--- src/rtl/core/crc8_packet_framer_core_macros.svh ---
// ---------------------------------------------------------------------------
// Assertion macros for the packet framer core.
// Each macro guards its property with the asynchronous active-low reset.
// ---------------------------------------------------------------------------
`ifndef CRC8_PACKET_FRAMER_CORE_MACROS_SVH
`define CRC8_PACKET_FRAMER_CORE_MACROS_SVH

// The consequent must hold in the same cycle as the antecedent.
`define CPF_ASSERT_SAME(label, clk, rst_n, ante, cons, msg) \
    label: assert property (@(posedge clk) disable iff (!rst_n) (ante) |-> (cons)) \
        else $error(msg);

// The consequent must hold in the cycle after the antecedent.
`define CPF_ASSERT_NEXT(label, clk, rst_n, ante, cons, msg) \
    label: assert property (@(posedge clk) disable iff (!rst_n) (ante) |=> (cons)) \
        else $error(msg);

`endif

--- src/rtl/core/cpf_pkg.sv ---
// ---------------------------------------------------------------------------
// cpf_pkg
// Shared types, constants and the CRC-8 byte update for the packet framer.
// ---------------------------------------------------------------------------
package cpf_pkg;

    localparam logic [7:0] CRC_POLY         = 8'h8C;
    localparam logic [7:0] CRC_INIT         = 8'h00;
    localparam logic [7:0] START_MARKER_RST = 8'hAA;
    localparam logic [7:0] END_MARKER_RST   = 8'h55;

    // Register index as decoded from the word address.
    localparam logic REG_START_MARKER = 1'b0;
    localparam logic REG_END_MARKER   = 1'b1;

    // One classified request as it travels from the front end to the serializer.
    typedef struct packed {
        logic       hdr;       // emit start marker, id and length first
        logic       has_data;  // emit the payload byte
        logic       trailer;   // emit CRC and end marker afterwards
        logic [7:0] id;
        logic [7:0] len;
        logic [7:0] data;
        logic [7:0] crc;
    } entry_t;

    typedef struct packed {
        logic [7:0] start_marker;
        logic [7:0] end_marker;
    } markers_t;

    // Reflected CRC-8 update over one byte, LSB first.
    function automatic logic [7:0] crc8_update(input logic [7:0] crc_in,
                                               input logic [7:0] data_in);
        logic [7:0] c;
        logic [7:0] b;
        logic       fb;
        c = crc_in;
        b = data_in;
        for (int i = 0; i < 8; i++)
        begin
            fb = c[0] ^ b[0];
            c  = {1'b0, c[7:1]};
            if (fb)
            begin
                c = c ^ CRC_POLY;
            end
            b = {1'b0, b[7:1]};
        end
        return c;
    endfunction

endpackage

--- src/rtl/core/crc8_packet_framer_core.sv ---
// ---------------------------------------------------------------------------
// crc8_packet_framer_core
// Framed packet builder with reflected CRC-8 (poly 0x8C, init 0x00).
// ---------------------------------------------------------------------------
// Each input request carries one payload byte together with the packet's
// message id and payload length. The first request of a packet produces the
// start marker, the id, the length and the payload byte; later requests
// produce only their payload byte, and the last one adds the CRC over the
// payload and the end marker, which is flagged by packet_end. A first request
// with length zero produces a whole empty packet (start, id, 0, CRC 0x00, end).
// The input side accepts one request per cycle as long as the request queue
// of QUEUE_DEPTH entries has room. The output side delivers one byte per
// cycle while pop is high and a request is queued, so the serializer sets
// the sustained rate: a packet's first request yields four output bytes (six
// for a one-byte packet, five for an empty one), a middle request one, and
// the last request three: n payload bytes make n + 5 output bytes. Markers are
// read from the registers when sent. There is no clearing pass after reset.
// ---------------------------------------------------------------------------
module crc8_packet_framer_core #(
    parameter int QUEUE_DEPTH = 4
) (
    input  logic        clk,
    input  logic        rst_n,
    // Input request channel.
    input  logic        push,
    output logic        full,
    input  logic [7:0]  payload_byte,
    input  logic [7:0]  message_id,
    input  logic [7:0]  payload_length,
    // Result channel.
    output logic        empty,
    input  logic        pop,
    output logic [7:0]  out_byte,
    output logic        packet_end,
    // Configuration port: start marker at 0x0, end marker at 0x4.
    input  logic        psel,
    input  logic        penable,
    input  logic        pwrite,
    input  logic [2:0]  paddr,
    input  logic [31:0] pwdata,
    output logic [31:0] prdata,
    output logic        pready
);
    import cpf_pkg::*;

    markers_t markers;
    entry_t   q_wr_entry;
    entry_t   q_head;
    logic     q_wr_en;
    logic     q_rd_en;
    logic     q_empty;

    // Marker registers.
    cpf_regs u_regs (
        .clk     (clk),
        .rst_n   (rst_n),
        .psel    (psel),
        .penable (penable),
        .pwrite  (pwrite),
        .paddr   (paddr),
        .pwdata  (pwdata),
        .prdata  (prdata),
        .pready  (pready),
        .markers (markers)
    );

    // The front end keeps the packet position and running CRC, so every
    // queued request already knows which bytes it must produce.
    cpf_front u_front (
        .clk            (clk),
        .rst_n          (rst_n),
        .push           (push),
        .q_full         (full),
        .payload_byte   (payload_byte),
        .message_id     (message_id),
        .payload_length (payload_length),
        .q_wr_en        (q_wr_en),
        .q_wr_entry     (q_wr_entry)
    );

    // The queue decouples input acceptance from byte-serial output.
    cpf_queue #(
        .DEPTH (QUEUE_DEPTH)
    ) u_queue (
        .clk      (clk),
        .rst_n    (rst_n),
        .wr_en    (q_wr_en),
        .wr_entry (q_wr_entry),
        .rd_en    (q_rd_en),
        .rd_entry (q_head),
        .full     (full),
        .empty    (q_empty)
    );

    // The serializer retires a queued request once its last byte is taken.
    cpf_back u_back (
        .clk        (clk),
        .rst_n      (rst_n),
        .q_empty    (q_empty),
        .head       (q_head),
        .markers    (markers),
        .pop        (pop),
        .q_rd_en    (q_rd_en),
        .empty      (empty),
        .out_byte   (out_byte),
        .packet_end (packet_end)
    );

endmodule

--- src/rtl/core/cpf_regs.sv ---
// ---------------------------------------------------------------------------
// cpf_regs
// APB-style register file holding the start and end marker bytes.
// ---------------------------------------------------------------------------
module cpf_regs (
    input  logic              clk,
    input  logic              rst_n,
    input  logic              psel,
    input  logic              penable,
    input  logic              pwrite,
    input  logic [2:0]        paddr,
    input  logic [31:0]       pwdata,
    output logic [31:0]       prdata,
    output logic              pready,
    output cpf_pkg::markers_t markers
);
    import cpf_pkg::*;

    logic [7:0] start_marker_reg;
    logic [7:0] start_marker_next;
    logic [7:0] end_marker_reg;
    logic [7:0] end_marker_next;
    logic       wr_en;
    logic       reg_idx;

    assign pready  = 1'b1;
    assign wr_en   = psel && penable && pwrite && pready;
    assign reg_idx = paddr[2];

    always_comb
    begin
        start_marker_next = start_marker_reg;
        end_marker_next   = end_marker_reg;
        if (wr_en)
        begin
            case (reg_idx)
                REG_START_MARKER: start_marker_next = pwdata[7:0];
                REG_END_MARKER:   end_marker_next   = pwdata[7:0];
                default:          ;
            endcase
        end
    end

    always_ff @(posedge clk or negedge rst_n)
    begin
        if (!rst_n)
        begin
            start_marker_reg <= START_MARKER_RST;
            end_marker_reg   <= END_MARKER_RST;
        end
        else
        begin
            start_marker_reg <= start_marker_next;
            end_marker_reg   <= end_marker_next;
        end
    end

    always_comb
    begin
        case (reg_idx)
            REG_START_MARKER: prdata = {24'd0, start_marker_reg};
            REG_END_MARKER:   prdata = {24'd0, end_marker_reg};
            default:          prdata = 32'd0;
        endcase
    end

    assign markers.start_marker = start_marker_reg;
    assign markers.end_marker   = end_marker_reg;

endmodule

--- src/rtl/core/cpf_front.sv ---
// ---------------------------------------------------------------------------
// cpf_front
// Accepts input requests, tracks packet position and the running CRC, and
// classifies each request into the bytes it must produce.
// ---------------------------------------------------------------------------
module cpf_front (
    input  logic            clk,
    input  logic            rst_n,
    input  logic            push,
    input  logic            q_full,
    input  logic [7:0]      payload_byte,
    input  logic [7:0]      message_id,
    input  logic [7:0]      payload_length,
    output logic            q_wr_en,
    output cpf_pkg::entry_t q_wr_entry
);
    import cpf_pkg::*;

    logic [7:0] bytes_left_reg;
    logic [7:0] bytes_left_next;
    logic [7:0] running_crc_reg;
    logic [7:0] running_crc_next;
    logic       in_packet_reg;
    logic       in_packet_next;
    logic [7:0] crc_base;
    logic [7:0] crc_new;
    logic [7:0] left_base;
    logic [7:0] left_dec;

    assign q_wr_en   = push && !q_full;
    assign crc_base  = in_packet_reg ? running_crc_reg : CRC_INIT;
    assign crc_new   = crc8_update(crc_base, payload_byte);
    assign left_base = in_packet_reg ? bytes_left_reg : payload_length;
    assign left_dec  = left_base - 8'd1;

    always_comb
    begin
        q_wr_entry.hdr  = !in_packet_reg;
        q_wr_entry.id   = message_id;
        q_wr_entry.len  = payload_length;
        q_wr_entry.data = payload_byte;
        if (!in_packet_reg && (payload_length == 8'd0))
        begin
            // Empty packet: header, zero CRC and end marker in one request.
            q_wr_entry.has_data = 1'b0;
            q_wr_entry.trailer  = 1'b1;
            q_wr_entry.crc      = CRC_INIT;
            in_packet_next      = 1'b0;
            running_crc_next    = CRC_INIT;
            bytes_left_next     = 8'd0;
        end
        else
        begin
            q_wr_entry.has_data = 1'b1;
            q_wr_entry.crc      = crc_new;
            if (left_dec == 8'd0)
            begin
                q_wr_entry.trailer = 1'b1;
                in_packet_next     = 1'b0;
                running_crc_next   = CRC_INIT;
                bytes_left_next    = 8'd0;
            end
            else
            begin
                q_wr_entry.trailer = 1'b0;
                in_packet_next     = 1'b1;
                running_crc_next   = crc_new;
                bytes_left_next    = left_dec;
            end
        end
    end

    always_ff @(posedge clk or negedge rst_n)
    begin
        if (!rst_n)
        begin
            bytes_left_reg  <= 8'd0;
            running_crc_reg <= CRC_INIT;
            in_packet_reg   <= 1'b0;
        end
        else if (q_wr_en)
        begin
            bytes_left_reg  <= bytes_left_next;
            running_crc_reg <= running_crc_next;
            in_packet_reg   <= in_packet_next;
        end
    end

endmodule

--- src/rtl/core/cpf_queue.sv ---
// ---------------------------------------------------------------------------
// cpf_queue
// Small request queue between the front end and the serializer.
// ---------------------------------------------------------------------------
`include "crc8_packet_framer_core_macros.svh"

module cpf_queue #(
    parameter int DEPTH = 4
) (
    input  logic            clk,
    input  logic            rst_n,
    input  logic            wr_en,
    input  cpf_pkg::entry_t wr_entry,
    input  logic            rd_en,
    output cpf_pkg::entry_t rd_entry,
    output logic            full,
    output logic            empty
);
    import cpf_pkg::*;

    localparam int AW = (DEPTH > 1) ? $clog2(DEPTH) : 1;
    localparam int CW = $clog2(DEPTH + 1);
    localparam logic [AW-1:0] LAST_PTR  = AW'(DEPTH - 1);
    localparam logic [CW-1:0] DEPTH_CNT = CW'(DEPTH);

    entry_t        mem [DEPTH];
    logic [AW-1:0] wr_ptr_reg;
    logic [AW-1:0] rd_ptr_reg;
    logic [CW-1:0] count_reg;
    logic          do_wr;
    logic          do_rd;

    assign full     = (count_reg == DEPTH_CNT);
    assign empty    = (count_reg == '0);
    assign do_wr    = wr_en && !full;
    assign do_rd    = rd_en && !empty;
    assign rd_entry = mem[rd_ptr_reg];

    always_ff @(posedge clk)
    begin
        if (do_wr)
        begin
            mem[wr_ptr_reg] <= wr_entry;
        end
    end

    always_ff @(posedge clk or negedge rst_n)
    begin
        if (!rst_n)
        begin
            wr_ptr_reg <= '0;
            rd_ptr_reg <= '0;
            count_reg  <= '0;
        end
        else
        begin
            if (do_wr)
            begin
                wr_ptr_reg <= (wr_ptr_reg == LAST_PTR) ? '0 : wr_ptr_reg + 1'b1;
            end
            if (do_rd)
            begin
                rd_ptr_reg <= (rd_ptr_reg == LAST_PTR) ? '0 : rd_ptr_reg + 1'b1;
            end
            if (do_wr && !do_rd)
            begin
                count_reg <= count_reg + 1'b1;
            end
            else if (do_rd && !do_wr)
            begin
                count_reg <= count_reg - 1'b1;
            end
        end
    end

    `CPF_ASSERT_NEXT(a_q_fill, clk, rst_n, do_wr && !do_rd, count_reg == $past(count_reg) + 1'b1, "queue count did not grow on write")
    `CPF_ASSERT_NEXT(a_q_drain, clk, rst_n, do_rd && !do_wr, count_reg == $past(count_reg) - 1'b1, "queue count did not shrink on read")

endmodule

--- src/rtl/core/cpf_back.sv ---
// ---------------------------------------------------------------------------
// cpf_back
// Serializer: walks each queued request through its output bytes, one per
// accepted result.
// ---------------------------------------------------------------------------
`include "crc8_packet_framer_core_macros.svh"

module cpf_back (
    input  logic              clk,
    input  logic              rst_n,
    input  logic              q_empty,
    input  cpf_pkg::entry_t   head,
    input  cpf_pkg::markers_t markers,
    input  logic              pop,
    output logic              q_rd_en,
    output logic              empty,
    output logic [7:0]        out_byte,
    output logic              packet_end
);
    import cpf_pkg::*;

    typedef enum logic [2:0] {
        PH_START,
        PH_ID,
        PH_LEN,
        PH_DATA,
        PH_CRC,
        PH_END
    } phase_t;

    phase_t phase_reg;
    phase_t phase_next;
    logic   fresh_reg;
    phase_t cur_phase;
    logic   taken;
    logic   entry_done;

    assign cur_phase = fresh_reg ? (head.hdr ? PH_START : PH_DATA) : phase_reg;
    assign taken     = pop && !q_empty;
    assign empty     = q_empty;
    assign q_rd_en   = taken && entry_done;

    always_comb
    begin
        entry_done = 1'b0;
        phase_next = cur_phase;
        case (cur_phase)
            PH_START: phase_next = PH_ID;
            PH_ID:    phase_next = PH_LEN;
            PH_LEN:   phase_next = head.has_data ? PH_DATA : PH_CRC;
            PH_DATA:
            begin
                phase_next = PH_CRC;
                entry_done = !head.trailer;
            end
            PH_CRC:   phase_next = PH_END;
            PH_END:   entry_done = 1'b1;
            default:  entry_done = 1'b1;
        endcase
    end

    always_comb
    begin
        case (cur_phase)
            PH_START: out_byte = markers.start_marker;
            PH_ID:    out_byte = head.id;
            PH_LEN:   out_byte = head.len;
            PH_DATA:  out_byte = head.data;
            PH_CRC:   out_byte = head.crc;
            PH_END:   out_byte = markers.end_marker;
            default:  out_byte = 8'd0;
        endcase
    end

    assign packet_end = (cur_phase == PH_END);

    always_ff @(posedge clk or negedge rst_n)
    begin
        if (!rst_n)
        begin
            phase_reg <= PH_START;
            fresh_reg <= 1'b1;
        end
        else if (taken)
        begin
            phase_reg <= phase_next;
            fresh_reg <= entry_done;
        end
    end

    `CPF_ASSERT_SAME(a_end_has_trailer, clk, rst_n, !q_empty && packet_end, head.trailer, "end marker on a request without trailer")
    `CPF_ASSERT_NEXT(a_mid_keeps_head, clk, rst_n, taken && !entry_done, !q_empty && !fresh_reg, "request left the queue before its last byte")

endmodule
--- config.mk ---
export PLATFORM = sky130hd
export DESIGN_NAME = crc8_packet_framer_core
export DESIGN_NICKNAME = d
export VERILOG_FILES = /design/src/rtl/core/cpf_pkg.sv /design/src/rtl/core/crc8_packet_framer_core.sv /design/src/rtl/core/cpf_regs.sv /design/src/rtl/core/cpf_front.sv /design/src/rtl/core/cpf_queue.sv /design/src/rtl/core/cpf_back.sv
export VERILOG_INCLUDE_DIRS = /design/src /design/src/rtl/core
export SDC_FILE = /design/constraint.sdc
export NUM_CORES = 1
export LEC_CHECK = 0
export BUFFER_PORTS_ARGS = -buffer_cell sky130_fd_sc_hd__buf_4
export CAP_MARGIN = 40
export CORE_MARGIN = 5
export CORE_UTILIZATION = 55
export CTS_CLUSTER_SIZE = 28
export DETAILED_ROUTE_END_ITERATION = 16
export PLACE_DENSITY = 0.77
export REMOVE_ABC_BUFFERS = 1
export SLEW_MARGIN = 20
export SYNTH_ARGS = -nofsm -noshare
export SYNTH_HDL_FRONTEND = slang
export SYNTH_SLANG_ARGS = --single-unit
--- constraint.sdc ---
create_clock -name clk -period 3.65 [get_ports clk]
set_input_delay 0.365 -clock clk [delete_from_list [all_inputs] [get_ports clk]]
set_output_delay 0.365 -clock clk [all_outputs]
set_load 0.01 [all_outputs]
==> results of run 1 <==
placed cells by master, fill, tap and decap left out, drive strengths merged, types with 3 or more instances in the layout:
master    n
a21boi    4
a21oi    11
a221oi    4
a22oi    13
and3      5
buf      70
clkbuf   22
clkinv    8
conb     25
dfrtp    35
dfstp     9
edfxtp  140
ha        8
inv       9
mux2     29
mux2i     7
mux4     35
nand2    44
nand2b    3
nand3     3
nor2     20
nor2b     8
nor3      9
o211ai    4
o21ai    11
o31ai    14
or3       3
or3b      3
xnor2    21
xnor3     3
xor2     11
stage by stage:
stage          utilization  worst slack [ns]  cell area (µm²)
3_5_place_dp        0.5928            0.8518             8911
6_report            0.6290            0.7215             9455
4_1_cts             0.6290            0.6709             9455
5_1_grt             0.6290            0.5513             9455
2_1_floorplan            -           -0.2850             8137
3_3_place_gp        0.5928            0.9412             8911
kinds of logic after synthesis:
group | Yosys count | share of synthesized area
adders and majority gates | 9 | 0.01439
AOI/OAI and AO/OA | 71 | 0.05846
other | 2 | 0.0008998
xor gates and xnor gates | 35 | 0.04167
buffers and inverters | 57 | 0.03957
and+or+nand+nor | 111 | 0.06566
muxes | 71 | 0.1424
DFF | 184 | 0.6369
final timing paths:
kind,start,cells past startpoint,to
worst min register to register,u_front.bytes_left_reg[7],2,u_front.bytes_left_reg[7]
worst max-delay path,u_queue.rd_ptr_reg[0],7,out_byte[7]
worst min-delay path,message_id[7],1,u_queue.mem[2][31]
worst max register to register,u_front.in_packet_reg,6,u_queue.mem[3][1]
min in group asynchronous,rst_n,2,u_queue.wr_ptr_reg[1]
max in group asynchronous,rst_n,2,u_queue.rd_ptr_reg[0]
cell type report:
class,instances,area [µm²]
sequential,184,5318
timing repair buffer,71,548.0
tap,188,235.2
clock inverter,10,80.08
clock buffer,22,454.2
fill,1054,5578
inverter,9,33.78
multi-input combinational,322,2786
power by group:
group | switching, mW | internal (mW)
registers | 0.338 | 3.11
logic | 1.80 | 1.52
clock network | 0.719 | 0.949
worst register-to-register path, stage by stage (launching register included):
cell and delay, ns:
dfrtp_1 0.80, buf_4 0.27, clkinv_1 0.32, nor2_1 0.25
xnor2_1 0.23, xnor3_1 0.51, nor2_1 0.30
routing by layer:
layer,routed length [µm],up-vias,global-route usage
met1,7020,2467,0.2574
li1,-,2158,-
met3,1058,24,0.04758
met5,0,-,0
met2,8564,166,0.3282
met4,340,0,0.08171
==> summary.md, run 1 <==
| Metric | Value |
|---|---|
| Outcome | `complete, no violations` |
| Final cell count without fillers | `806` |
| Fmax | `341.5 MHz` |
| Overall Power | `8.441 mW` |
| Post-route ant nets | `0` |
| Slowest-stage cell, CP | `mux4_2` |
| GPL Wtd Cong | `0.8072` |
| Initial Util | `0.5552` |
| Post-synth top flop | `edfxtp_1` |
| Clk buf depth | `2` |
| Number of global-route vias before repair | `4989` |
| Worst EP arrival | `2.56 ns` |
| Via Count | `4815` |
| Wire length per cell | `21.07 µm` |
| Largest reg by FF count | `u_queue.mem` |
| EDFF count, synth | `140` |
| Slew Limit Fails | `0` |
| CP delay by family, top | `compound AO/OA/AOI/OAI gates` |
| Cts hold-fix bufs | `1` |
| VDD IR-drop max | `0.4039 mV` |
| Setup tns final | `0 ns` |
| Nets | `680` |
| Vias per Instance | `5.974` |
| Worst reg-to-reg setup slack | `0.75 ns` |
| Yosys cell types | `56` |
| Slew at the pin with the worst max-slew slack | `0.7116 ns` |
| Placed Cells | `773` |
| Largest area contributor in the netlist | `edfxtp_1` |
| Die ar. | `17740 µm²` |
| First-pass GRT wire length | `27150 µm` |
| Final setup fails | `0` |
| RSZ-0062 raised after global routing | `no` |
| Ant diodes | `0` |
| Buffers added on ports | `58` |
| WP data required | `3.28 ns` |
| H-tree depth | `4` |
| CP startpoint kind | `register` |
| Number of remaining DRC errors | `0` |
| Most frequent cell after synthesis | `edfxtp_1` |
| Post-cts sizing count | `0` |
| Clk slew on worst S/H paths | `0.06 ns` |
| Synthesized area per cell | `15.46 µm²` |
| Most frequent cells after synthesis | `edfxtp_1, nand2_1, dfrtp_1, mux4_2, mux2_2` |
| Yosys reg bits | `184` |
| Final period util | `0.8023` |
| # IOs | `110` |
| Die Wd | `133.2 µm` |
| Min-Delay Path Class | `in -> reg` |
| Clock tree sinks | `184` |
| Seq/Total Area, Yosys | `0.6369` |
| Site Rows | `45` |
| Die Ht | `133.2 µm` |
| Area Growth Syn to Fin | `13.28%` |
| Top cells by area, synth | `edfxtp_1, dfrtp_1, mux4_2` |
| Hpwl dp | `10950 µm` |
| FFs w/ async S/R, synth | `0.2391` |
| Pwr dens | `892.7 nW/µm²` |
| Fin Hold WS | `0.1421 ns` |
| CTS Root Cell | `clkbuf_16` |
| CTS tree | `yes` |
| Worst Skew | `0.006828 ns` |
| Total gr overflow | `0` |
| LEAKAGE | `3.478 nW` |
| Share of the synthesized area in the top cell type | `0.5037` |
| Layout cells sized above 1 | `0.2880` |
| Mapped cell area | `8347 µm²` |
| Max_cap viols | `0` |
| Pin count of the biggest net entering global routing | `45` |
| Slowest stage delay, CP | `0.57 ns` |
| DR iter-0 viols | `387` |
| Yosys warnings | `0` |
| Initial antenna violation count | `0` |
| Setup bufs post-CTS | `0` |
| Gr usage total | `0.1993` |
| CP cell instances | `buf_12, mux4_2, a22oi_1, nor3_1, a21oi_1, o211ai_1, buf_4` |
| WP buf/inv | `2` |
| Mapped Cells | `540` |
| Final WL | `16980 µm` |
| Core ar. | `15030 µm²` |
| Max_slew headroom | `0.5256` |
| Num CTS Buffers | `17` |
| Clk_lat worst skew | `0.42 ns` |
| Critical path capture point type | `output pin` |
| Final hold violation count | `0` |
| Max reg flops | `140` |
| Path type of the worst setup path | `reg -> out` |
| Pre-Repair DR Iteration Count | `5` |
| Crit path max fanout | `37` |
| Min Tclk post-route | `2.929 ns` |
No activity file was read; power rests on OpenSTA's default activity.
==> run 2: changes to the inputs <==
--- a/config.mk
+++ b/config.mk
@@ -9,10 +9,10 @@
 export BUFFER_PORTS_ARGS = -buffer_cell sky130_fd_sc_hd__buf_4
 export CAP_MARGIN = 40
 export CORE_MARGIN = 5
-export CORE_UTILIZATION = 55
+export CORE_UTILIZATION = 52
 export CTS_CLUSTER_SIZE = 28
 export DETAILED_ROUTE_END_ITERATION = 16
-export PLACE_DENSITY = 0.77
+export PLACE_DENSITY = 0.76
 export REMOVE_ABC_BUFFERS = 1
 export SLEW_MARGIN = 20
 export SYNTH_ARGS = -nofsm -noshare
==> constraint.sdc (replaced) <==
create_clock -name clk -period 2.5 [get_ports clk]
set_input_delay 0.25 -clock clk [delete_from_list [all_inputs] [get_ports clk]]
set_output_delay 0.25 -clock clk [all_outputs]
set_load 0.01 [all_outputs]
==> run 2 against run 1 <==
The flow now finishes with violations (negative setup slack); clock skew up 0.0017 ns; cell area up 6.6%; critical path depth increased by 1; routed wire length increased by 8.4%; cell count rose by 7.7%; worst setup slack worse by 0.88 ns; critical endpoint is now out_byte[5]; highest routed layer unchanged.
==> summary.md, run 2 (synthesis results as in run 1) <==
| Metric | Value |
|---|---|
| Outcome | `finished, violations left` |
| Failing checks | `negative setup slack` |
| Core ar. | `15830 µm² (+5.3%)` |
| DR iter-0 viols | `473 (+22%)` |
| Slew Limit Fails | `0 (unchanged)` |
| Switching share of power | `0.3440 (+0.005343)` |
| WL met1 | `7291 µm (+3.9%)` |
| Path type of the worst setup path | `reg -> out` |
| Crit path max fanout | `4 (-89%)` |
| Layout cells sized above 1 | `0.3742 (+0.08621)` |
| Worst Skew | `0.008539 ns (+0.001711 ns)` |
| Wire length per cell | `21.20 µm (+0.62%)` |
| CTS tree | `yes` |
| Final period util | `1.065` |
| Buffers added on ports | `58 (unchanged)` |
| Total gr overflow | `0 (unchanged)` |
| Number of remaining DRC errors | `0 (unchanged)` |
| Via Count | `5004 (+3.9%)` |
| Fmax | `375.5 MHz` |
| RSZ-0062 raised after global routing | `yes` |
| Pwr dens | `1355 nW/µm² (+52%)` |
| Hpwl dp | `11490 µm (+4.9%)` |
| GPL Wtd Cong | `0.8454 (+4.7%)` |
| Clk pwr share | `0.199 (about the same)` |
| Die Wd | `136.7 µm (+2.6%)` |
| Register share of total power | `0.369 (-0.040)` |
| WP data required | `2.25 ns (-1.03 ns)` |
| VDD IR-drop max | `0.6967 mV (+72%)` |
| H-tree depth | `4 (unchanged)` |
| Overall Power | `13.66 mW (+62%)` |
| Clk_lat worst skew | `0.43 ns (about the same)` |
| Site Rows | `46 (+2.2%)` |
| Critical path capture point type | `output pin` |
| Nets | `714 (+5.0%)` |
| Largest reg by FF count | `u_queue.mem` |
| Die Ht | `136.7 µm (+2.6%)` |
| Min Tclk post-route | `2.663 ns` |
| Met2 WL | `9718 µm (+13%)` |
| Worst EP arrival | `2.41 ns (-0.15 ns)` |
| Clock tree sinks | `184 (unchanged)` |
| CP startpoint kind | `register` |
| Gr usage total | `0.2021 (+0.002821)` |
| Die ar. | `18690 µm² (+5.3%)` |
| Int Pwr | `8.958 mW (+60%)` |
| LEAKAGE | `3.728 nW (+7.2%)` |
| Vias per Instance | `5.765 (-3.5%)` |
| Area Growth Syn to Fin | `20.73%` |
| Met3 WL post-DR | `1174 µm (+11%)` |
| Top layer in use | `met4` |
| CTS Root Cell | `clkbuf_16` |
| Initial antenna violation count | `0 (unchanged)` |
| Psw | `4.697 mW (+64%)` |
| Pin count of the biggest net entering global routing | `45 (unchanged)` |
| Fin worst setup slack | `-0.1634 ns (-0.8849 ns)` |
| Clk slew on worst S/H paths | `0.07 ns (about the same)` |
| Final hold violation count | `0 (unchanged)` |
| Max reg flops | `140 (unchanged)` |
| Final WL | `18400 µm (+8.4%)` |
| Initial Util | `0.5274 (-0.02787)` |
| Commonest non-fill, non-tap cell in the layout | `edfxtp_1` |
| Gate power share | `0.432 (+0.038)` |
| Max_cap viols | `0 (unchanged)` |
| Placement Setup Slack | `-0.05981 ns (-0.9116 ns)` |
| Ant diodes | `0 (unchanged)` |
| Clk buf depth | `2 (unchanged)` |
| Slew at the pin with the worst max-slew slack | `0.5970 ns (-0.1146 ns)` |
| Num CTS Buffers | `17 (unchanged)` |
| Commonest cells after routing, fill and taps aside | `edfxtp_1, buf_4, nand2_1, mux4_2, dfrtp_1` |
| First-pass GRT wire length | `28060 µm (+3.3%)` |
| Final setup fails | `9 (+9)` |
| # IOs | `110 (unchanged)` |
| Post-route ant nets | `0 (unchanged)` |
| Max_slew headroom | `0.6020 (+0.07641)` |
| Number of global-route vias before repair | `5056 (+1.3%)` |
| Min-Delay Path Class | `in -> reg` |
| Pre-Repair DR Iteration Count | `5 (unchanged)` |
-- run 2: cell types whose count changed in the layout (fill, tap and decap cells not counted), sizes merged --
cell,change
buf,+34
bufinv,+2
clkbuf,-3
clkinv,-5
clkinvlp,+5
inv,+1
-- run 2: per-layer routing --
metal,vias up,track usage
met5,-,0
met4,0,0.06103
met3,23,0.05000
met2,194,0.3478
met1,2555,0.2542
li1,2232,-
-- run 2: through the flow --
stage          area (µm²)  TNS [ns]  cells  hold slack, ns  utilization
2_1_floorplan        8137    -13.87    515        -0.04559            -
3_3_place_gp         9076  -0.05887    815          0.2814       0.5734
3_5_place_dp         9080   -0.1162    816          0.2942       0.5737
4_1_cts              9913   -0.6726    860        0.006967       0.6263
5_1_grt             10080    -1.658    868        0.002051       0.6367
6_report            10080   -0.8300    868         0.01898       0.6367
-- run 2: worst max-delay path, cell delays in order (launching register included) --
cell	delay, ns
dfrtp_2	0.42
mux4_2	0.53
buf_6	0.14
nand2_4	0.07
o41ai_4	0.08
buf_6	0.16
a221oi_4	0.31
o31ai_2	0.11
buf_4	0.15
-- run 2: final timing paths --
| check | start | to | slack [ns] | depth (start not counted) |
|---|---|---|---|---|
| setup / recovery | u_queue.rd_ptr_reg[0] | out_byte[5] | -0.16 | 8 |
| hold / removal | message_id[5] | u_queue.mem[2][29] | 0.02 | 1 |
| setup reg to reg | u_queue.rd_ptr_reg[0] | u_queue.count_reg[2] | -0.05 | 11 |
| hold reg to reg | u_front.bytes_left_reg[7] | u_front.bytes_left_reg[7] | 0.49 | 2 |
| max in group asynchronous | rst_n | u_queue.rd_ptr_reg[0] | 1.70 | 2 |
| min in group asynchronous | rst_n | u_front.bytes_left_reg[2] | 0.37 | 2 |
-- run 2: final cells by class --
class | instances | area (µm²)
Timing Repair Buffer | 105 | 883.3
Sequential cell | 184 | 5318
Inverter | 9 | 33.78
Fill cell | 1071 | 5751
Tap cell | 216 | 270.3
Clock buffer | 19 | 432.9
Multi-Input combinational cell | 322 | 2969
Clock inverter | 13 | 170.2
-- run 2: timing repair --
item                                    CTS  global route
buffers inserted                         10             9
gates cloned                              1             0
hold buffers                              1             0
pin swaps                                 6             6
gates resized for setup                  23            24
endpoints found under the setup margin   10            17
hold endpoints to repair                 35             0
-- run 2: power by group through the flow --
stage | registers (mW) | logic, mW | clock network (mW)
floorplan | 5.17 | 3.14 | 0
global placement | 4.95 | 4.94 | 0
detailed placement | 5.03 | 5.08 | 0
CTS | 5.02 | 5.55 | 2.74
global route | 5.10 | 6.33 | 2.91
finish | 5.03 | 5.90 | 2.72
